**src/rtl/nsla_pkg.sv**
```systemverilog
// Shared types and result codes for the named slot lookup and allocate table.
`default_nettype none
package nsla_pkg;

  // Result codes
  localparam logic [2:0] OUT_FOUND     = 3'd0;
  localparam logic [2:0] OUT_ALLOCATED = 3'd1;
  localparam logic [2:0] OUT_BAD_LEN   = 3'd2;
  localparam logic [2:0] OUT_NOT_FOUND = 3'd3;
  localparam logic [2:0] OUT_FULL      = 3'd4;

  // Request select
  localparam logic REQ_FIND    = 1'b0;
  localparam logic REQ_ACQUIRE = 1'b1;

  // One streamed name byte with its request info
  typedef struct packed {
    logic       req_type;
    logic [7:0] name_len;
    logic [7:0] name_byte;
    logic       byte_last;
  } req_t;

  // One lookup result
  typedef struct packed {
    logic [2:0] outcome;
    logic [2:0] slot_index;
  } rsp_t;

endpackage
`default_nettype wire

```
**src/rtl/named_slot_lookup_allocate.sv**
```systemverilog
// Named slot table: streams a name per request, then finds or allocates a slot.
// Name bytes are taken one per cycle while no lookup is running.
// After the last item the name memory is swept one byte position at a time (read,
// then compare all slots), over min(len, NAME_MAX_LEN-1)+1 positions, then the
// result is resolved; an allocation adds a write sweep over all NAME_MAX_LEN
// positions, then the result register is loaded. Bad lengths skip the sweeps.
// Reset clears the used flags and control; name memories need no clearing.
`default_nettype none
module named_slot_lookup_allocate #(
  parameter int NAME_MAX_LEN = 32,
  parameter int SLOT_COUNT   = 8
) (
  input  wire logic          clk,
  input  wire logic          rst,
  input  wire logic          req_valid,
  output logic               req_stall,
  input  wire nsla_pkg::req_t req,
  output logic               rsp_valid,
  input  wire logic          rsp_stall,
  output nsla_pkg::rsp_t     rsp
);
  import nsla_pkg::*;

  localparam int POS_W  = $clog2(NAME_MAX_LEN + 1);
  localparam int IDX_W  = (NAME_MAX_LEN > 1) ? $clog2(NAME_MAX_LEN) : 1;
  localparam int SLOT_W = (SLOT_COUNT > 1) ? $clog2(SLOT_COUNT) : 1;

  localparam logic [2:0] ST_RECV    = 3'd0;
  localparam logic [2:0] ST_RD      = 3'd1;
  localparam logic [2:0] ST_CMP     = 3'd2;
  localparam logic [2:0] ST_RESOLVE = 3'd3;
  localparam logic [2:0] ST_WRD     = 3'd4;
  localparam logic [2:0] ST_WST     = 3'd5;
  localparam logic [2:0] ST_DONE    = 3'd6;

  // Name memory: one row per byte position, one byte lane per slot
  logic [8*SLOT_COUNT-1:0] name_mem [NAME_MAX_LEN];
  logic [7:0]              stg_mem  [NAME_MAX_LEN];
  logic [8*SLOT_COUNT-1:0] row_q;
  logic [7:0]              stg_q;

  logic [2:0]            state;
  logic [IDX_W-1:0]      sweep_idx;
  logic [POS_W-1:0]      byte_position;
  logic [SLOT_COUNT-1:0] slot_used;
  logic [SLOT_COUNT-1:0] match_vec;
  logic                  req_q;
  logic [7:0]            len_q;
  logic [2:0]            res_outcome;
  logic [SLOT_W-1:0]     res_slot;

  logic                  acc;
  logic                  stage_en;
  logic [7:0]            pos8;
  logic [7:0]            last_pos;
  logic [7:0]            eff_byte;
  logic [SLOT_COUNT-1:0] eq_vec;
  logic                  hit;
  logic [SLOT_W-1:0]     hit_slot;
  logic                  has_free;
  logic [SLOT_W-1:0]     free_slot;

  assign req_stall = (state != ST_RECV);
  assign acc       = req_valid && !req_stall;

  // Stage a byte while it is within both the declared and the maximum length
  assign stage_en = acc && (req.name_len != 8'd0) &&
                    (byte_position < POS_W'(NAME_MAX_LEN)) &&
                    (8'(byte_position) < req.name_len);

  // Request byte at the sweep position; unstaged or past-length bytes are zero
  assign pos8     = 8'(sweep_idx);
  assign last_pos = (len_q == 8'(NAME_MAX_LEN)) ? 8'(NAME_MAX_LEN - 1) : len_q;
  assign eff_byte = ((pos8 < 8'(byte_position)) && (pos8 < len_q)) ? stg_q : 8'd0;

  // Per-slot byte compare at the current position
  always_comb begin
    for (int s = 0; s < SLOT_COUNT; s++) begin
      eq_vec[s] = (row_q[s*8 +: 8] == eff_byte);
    end
  end

  // Lowest matching slot and lowest free slot
  always_comb begin
    hit       = 1'b0;
    hit_slot  = '0;
    has_free  = 1'b0;
    free_slot = '0;
    for (int s = SLOT_COUNT - 1; s >= 0; s--) begin
      if (match_vec[s]) begin
        hit      = 1'b1;
        hit_slot = SLOT_W'(s);
      end
      if (!slot_used[s]) begin
        has_free  = 1'b1;
        free_slot = SLOT_W'(s);
      end
    end
  end

  // Staging memory
  always_ff @(posedge clk) begin
    if (stage_en) begin
      stg_mem[byte_position[IDX_W-1:0]] <= req.name_byte;
    end
    if (state inside {ST_RD, ST_WRD}) begin
      stg_q <= stg_mem[sweep_idx];
    end
  end

  // Name memory with byte-lane write for the allocated slot
  always_ff @(posedge clk) begin
    if (state == ST_WST) begin
      name_mem[sweep_idx][res_slot*8 +: 8] <= eff_byte;
    end
    if (state == ST_RD) begin
      row_q <= name_mem[sweep_idx];
    end
  end

  // Control sequencer
  always_ff @(posedge clk) begin
    if (rst) begin
      state         <= ST_RECV;
      sweep_idx     <= '0;
      byte_position <= '0;
      slot_used     <= '0;
      match_vec     <= '1;
      rsp_valid     <= 1'b0;
    end else begin
      // Result valid: set out of the final state, cleared once taken
      if (state == ST_DONE && (!rsp_valid || !rsp_stall)) begin
        rsp_valid <= 1'b1;
      end else if (rsp_valid && !rsp_stall) begin
        rsp_valid <= 1'b0;
      end
      if (stage_en) begin
        byte_position <= byte_position + POS_W'(1);
      end
      case (state)
        ST_RECV: begin
          if (acc && req.byte_last) begin
            req_q <= req.req_type;
            len_q <= req.name_len;
            if (req.name_len == 8'd0 || req.name_len > 8'(NAME_MAX_LEN)) begin
              res_outcome <= OUT_BAD_LEN;
              res_slot    <= '0;
              state       <= ST_DONE;
            end else begin
              match_vec <= slot_used;
              sweep_idx <= '0;
              state     <= ST_RD;
            end
          end
        end
        ST_RD: begin
          state <= ST_CMP;
        end
        ST_CMP: begin
          match_vec <= match_vec & eq_vec;
          if (pos8 == last_pos) begin
            state <= ST_RESOLVE;
          end else begin
            sweep_idx <= sweep_idx + IDX_W'(1);
            state     <= ST_RD;
          end
        end
        ST_RESOLVE: begin
          if (hit) begin
            res_outcome <= OUT_FOUND;
            res_slot    <= hit_slot;
            state       <= ST_DONE;
          end else if (req_q == REQ_ACQUIRE && has_free) begin
            res_outcome          <= OUT_ALLOCATED;
            res_slot             <= free_slot;
            slot_used[free_slot] <= 1'b1;
            sweep_idx            <= '0;
            state                <= ST_WRD;
          end else begin
            res_outcome <= (req_q == REQ_ACQUIRE) ? OUT_FULL : OUT_NOT_FOUND;
            res_slot    <= '0;
            state       <= ST_DONE;
          end
        end
        ST_WRD: begin
          state <= ST_WST;
        end
        ST_WST: begin
          if (sweep_idx == IDX_W'(NAME_MAX_LEN - 1)) begin
            state <= ST_DONE;
          end else begin
            sweep_idx <= sweep_idx + IDX_W'(1);
            state     <= ST_WRD;
          end
        end
        ST_DONE: begin
          if (!rsp_valid || !rsp_stall) begin
            byte_position <= '0;
            match_vec     <= '1;
            state         <= ST_RECV;
          end
        end
        default: begin
          state <= ST_RECV;
        end
      endcase
    end
  end

  // Result register payload
  always_ff @(posedge clk) begin
    if (state == ST_DONE && (!rsp_valid || !rsp_stall)) begin
      rsp.outcome    <= res_outcome;
      rsp.slot_index <= 3'(res_slot);
    end
  end

  // A new result only appears out of the final state
  a_rsp_from_done: assert property (@(posedge clk) disable iff (rst)
    $rose(rsp_valid) |-> $past(state) == ST_DONE)
    else $error("result raised outside final state");

  // Misses and rejects carry slot zero
  a_idx_zero: assert property (@(posedge clk) disable iff (rst)
    rsp_valid && (rsp.outcome == OUT_BAD_LEN || rsp.outcome == OUT_NOT_FOUND ||
                  rsp.outcome == OUT_FULL) |-> rsp.slot_index == 3'd0)
    else $error("nonzero slot on miss");

  // An allocation claims exactly one more slot
  a_alloc_claims: assert property (@(posedge clk) disable iff (rst)
    (state == ST_RESOLVE && !hit && req_q == REQ_ACQUIRE && has_free) |=>
      $countones(slot_used) == $countones($past(slot_used)) + 1)
    else $error("allocation did not claim a slot");

  // Write sweep only runs for an allocation
  a_write_alloc: assert property (@(posedge clk) disable iff (rst)
    (state == ST_WRD || state == ST_WST) |-> res_outcome == OUT_ALLOCATED)
    else $error("name write without allocation");

  // No input is taken while a lookup runs
  a_no_take_busy: assert property (@(posedge clk) disable iff (rst)
    (state == ST_CMP || state == ST_WST) |=> !$past(acc))
    else $error("item taken during lookup");

endmodule
`default_nettype wire
```
**config.mk**
```make
export PLATFORM = sky130hd
export DESIGN_NAME = named_slot_lookup_allocate
export DESIGN_NICKNAME = d
export VERILOG_FILES = /design/src/rtl/nsla_pkg.sv /design/src/rtl/named_slot_lookup_allocate.sv
export SDC_FILE = /design/constraint.sdc
export NUM_CORES = 2
export LEC_CHECK = 0
export BUFFER_PORTS_ARGS = -buffer_cell sky130_fd_sc_hd__buf_2
export CAP_MARGIN = 15
export CORE_MARGIN = 4
export CORE_UTILIZATION = 57
export CTS_CLUSTER_SIZE = 16
export DETAILED_ROUTE_END_ITERATION = 16
export GPL_ROUTABILITY_DRIVEN = 0
export HOLD_SLACK_MARGIN = 0.06
export PLACE_DENSITY = 0.79
export SLEW_MARGIN = 20
export SYNTH_ARGS = -nofsm -noshare
export SYNTH_HDL_FRONTEND = slang
export SYNTH_SLANG_ARGS = --single-unit
```
**constraint.sdc**
```tcl
create_clock -name clk -period 4.2 [get_ports clk]
set_input_delay 0.84 -clock clk [delete_from_list [all_inputs] [get_ports clk]]
set_output_delay 0.84 -clock clk [all_outputs]
set_load 0.02 [all_outputs]
```
==> flow_summary.json <==
{
  "clk_pin_slew_ns": 0.07,
  "drv_slew": 0,
  "setup_viol": 0,
  "p_leak_nw": 30.8,
  "start_util_pct": 57.5,
  "worstMarginPinSlew_ns": 1.16,
  "holdBufCountCts": 0,
  "endpoint": "name_mem[31][26]",
  "vias_per_cell": 6.89,
  "syn-cell-area_sq_mm": 0.0938,
  "drt_iter0_drc": 8604,
  "power_density_mw_per_mm2": 481,
  "worstPathMaxFanout": 32,
  "drc": 0,
  "yosysMostFrequentCell": "edfxtp_1",
  "async_flop_share_pct": 0,
  "min_from": "req[16]",
  "crit_required_ns": 4.83,
  "synthFlopType": "edfxtp_1",
  "r2r-end": "name_mem[31][26]",
  "postLayoutCellArea_sq_mm": 0.106,
  "yosys.area.top_type": "edfxtp_1",
  "status": "complete, no violations",
  "finalCoreUtilization_pct": 65.0,
  "hold_viol": 0,
  "fp.dieH_um": 414,
  "cts_setup_buffers": 0,
  "grt_overflow": 0,
  "cts_made_buffers": 221,
  "syn_to_final_growth_pct": 13.1,
  "rows": 148,
  "worstReg2RegStart": "byte_position[2]",
  "cp.arrival_ns": 4.68,
  "ir_drop_uv": 458,
  "die_area_sq_mm": 0.171,
  "layout-drive-gt1-share_pct": 27.8,
  "cp-startpoint": "byte_position[2]",
  "ff2ff_setup_slack_ns": 0.15,
  "synth-seq-cells": 2428,
  "rsz0062_at_grt": "no",
  "yosys_warnings": 0,
  "rr_worst_depth": 10,
  "core_area_sq_mm": 0.163,
  "grt_pass1_wl_um": 356000,
  "fmax_ghz": 0.247,
  "seq_area_frac_synth_pct": 77.4,
  "cts_root_buf": "clkbuf_16",
  "cts_max_level": 4,
  "grt_usage_pct": 29.1,
  "startpoint_type": "flip-flop",
  "ios": 30,
  "dr.pass1.iters": 8,
  "cts_max_path_buffers": 3,
  "netlist.area_leader.share_pct": 76.8,
  "min_period_ns": 4.05,
  "critPathCaptureType": "flip-flop",
  "antenna_found_initial": 13,
  "placed_area_sq_mm": 0.0990,
  "cts_num_sinks": 2428,
  "die_w_um": 414,
  "routedWlPerCell_um": 33.7,
  "critPathKind": "flip-flop to flip-flop",
  "drt-total-wl_um": 245000,
  "synth.top_cells.by_count": "edfxtp_1, mux4_2, nor2_1, a22oi_1, clkbuf_1",
  "yosysUniqueCellTypes": 68,
  "tns_ns": 0,
  "syn_inst": 4491,
  "grt_pass1_vias": 50000,
  "layout.nets": 4935,
  "hpwl_um": 145000,
  "syn_area_per_cell_sq_um": 20.9,
  "num_vias": 50100,
  "synth_edf_count": 2397,
  "portBuffers": 29,
  "finalCritPeriodShare_pct": 96.5,
  "grt_max_degree": 116,
  "synth_nets": 4537,
  "cts_tree": "yes",
  "skew_ns": 0.0445,
  "cts_resized": 0,
  "slew_headroom_pct": 22.8,
  "cap_violations": 0,
  "synthTopCellsByArea": "edfxtp_1, mux4_2, a22oi_1",
  "hold_class": "primary input to flip-flop",
  "detail-route-antenna-nets": 0,
  "insertion_delay_ns": 0.86
}
how the worst min path moves through the flow:
stage | cells after the start | endpoint
4_1_cts | 1 | len_q[7]
6_report | 1 | len_q[7]
3_3_place_gp | 0 | rsp[3]
3_5_place_dp | 0 | rsp[5]
2_1_floorplan | 0 | rsp[3]
5_1_grt | 1 | len_q[6]
placed cells by master, fill, tap and decap left out, drive strengths merged, types with 9 or more instances in the layout:
master / n
clkbuf: 268
o2bb2ai: 9
nor2: 401
buf: 430
xnor2: 23
clkinv: 111
nand3: 36
bufinv: 18
dfxtp: 31
edfxtp: 2397
or2: 9
a21oi: 22
nand4: 81
nand2: 74
nor4b: 15
mux4: 576
a31oi: 31
a211oi: 10
diode: 14
nand2b: 12
o21ai: 14
a22oi: 289
nor3: 18
o22ai: 9
ha: 24
inv: 44
through the flow:
step	setup WS, ns	instances	hold slack [ns]	power (mW)
after floorplan	0.282	4491	0.400	30.2
after global placement	0.402	6841	0.407	31.6
after detailed placement	0.278	6841	0.418	31.7
after CTS	0.317	7250	0.140	51.0
after global routing	0.0496	7253	0.177	52.3
final	0.149	7264	0.182	51.0
critical path, cell delays in order, from the launching register on:
cell and delay [ns]:
dfxtp_1 0.42, clkinv_1 0.32, ha_1 0.42, a21o_1 0.20, a31oi_1 0.19, or2_0 0.17, buf_4 0.16, and2_0 0.41
nand2_1 0.80, nor2_2 0.35, buf_4 0.36
power breakdown:
group          switching, mW  internal, mW
Combinational           2.57          1.47
Sequential             0.389          26.9
Clock                   8.77          10.9
per-layer routing:
metal  global-route usage (%)  vias to the layer above  part of all wire, %
li1                         -                    19600                    -
met1                     39.9                    25500                   34
met2                     43.5                     4135                   46
met3                     8.16                      788                   14
met4                     14.5                       16                  5.9
met5                        0                        -                0.052
flip-flops by register name (all words and copies together), names as in the netlist:
register       count
byte_position      6
rsp                6
stg_q              8
slot_used          8
rsp_valid          1
stg_mem          256
req_q              1
state              3
len_q              8
sweep_idx          5
res_outcome        3
name_mem        2048
match_vec          8
row_q             64
res_slot           3
logic make-up after synthesis:
logic type | synth area share (%)
adder cells (fa/ha/maj) | 0.320
multiplexers | 13.9
flip-flops | 77.4
XOR/XNOR | 0.290
AO/OA/AOI/OAI | 3.46
buffers and inverters | 1.23
AND/OR/NAND/NOR | 3.38
area by class of cell:
| type | count | area (sq um) |
|---|---|---|
| antenna | 14 | 35.0 |
| fill | 9831 | 57100 |
| multi-input combinational | 1769 | 20200 |
| timing repair buffer | 430 | 3310 |
| clock inverter | 141 | 1240 |
| clock buffer | 268 | 5760 |
| tap | 2175 | 2720 |
| inverter | 39 | 146 |
| sequential | 2428 | 72600 |
Power figures use the tool's default switching activity.
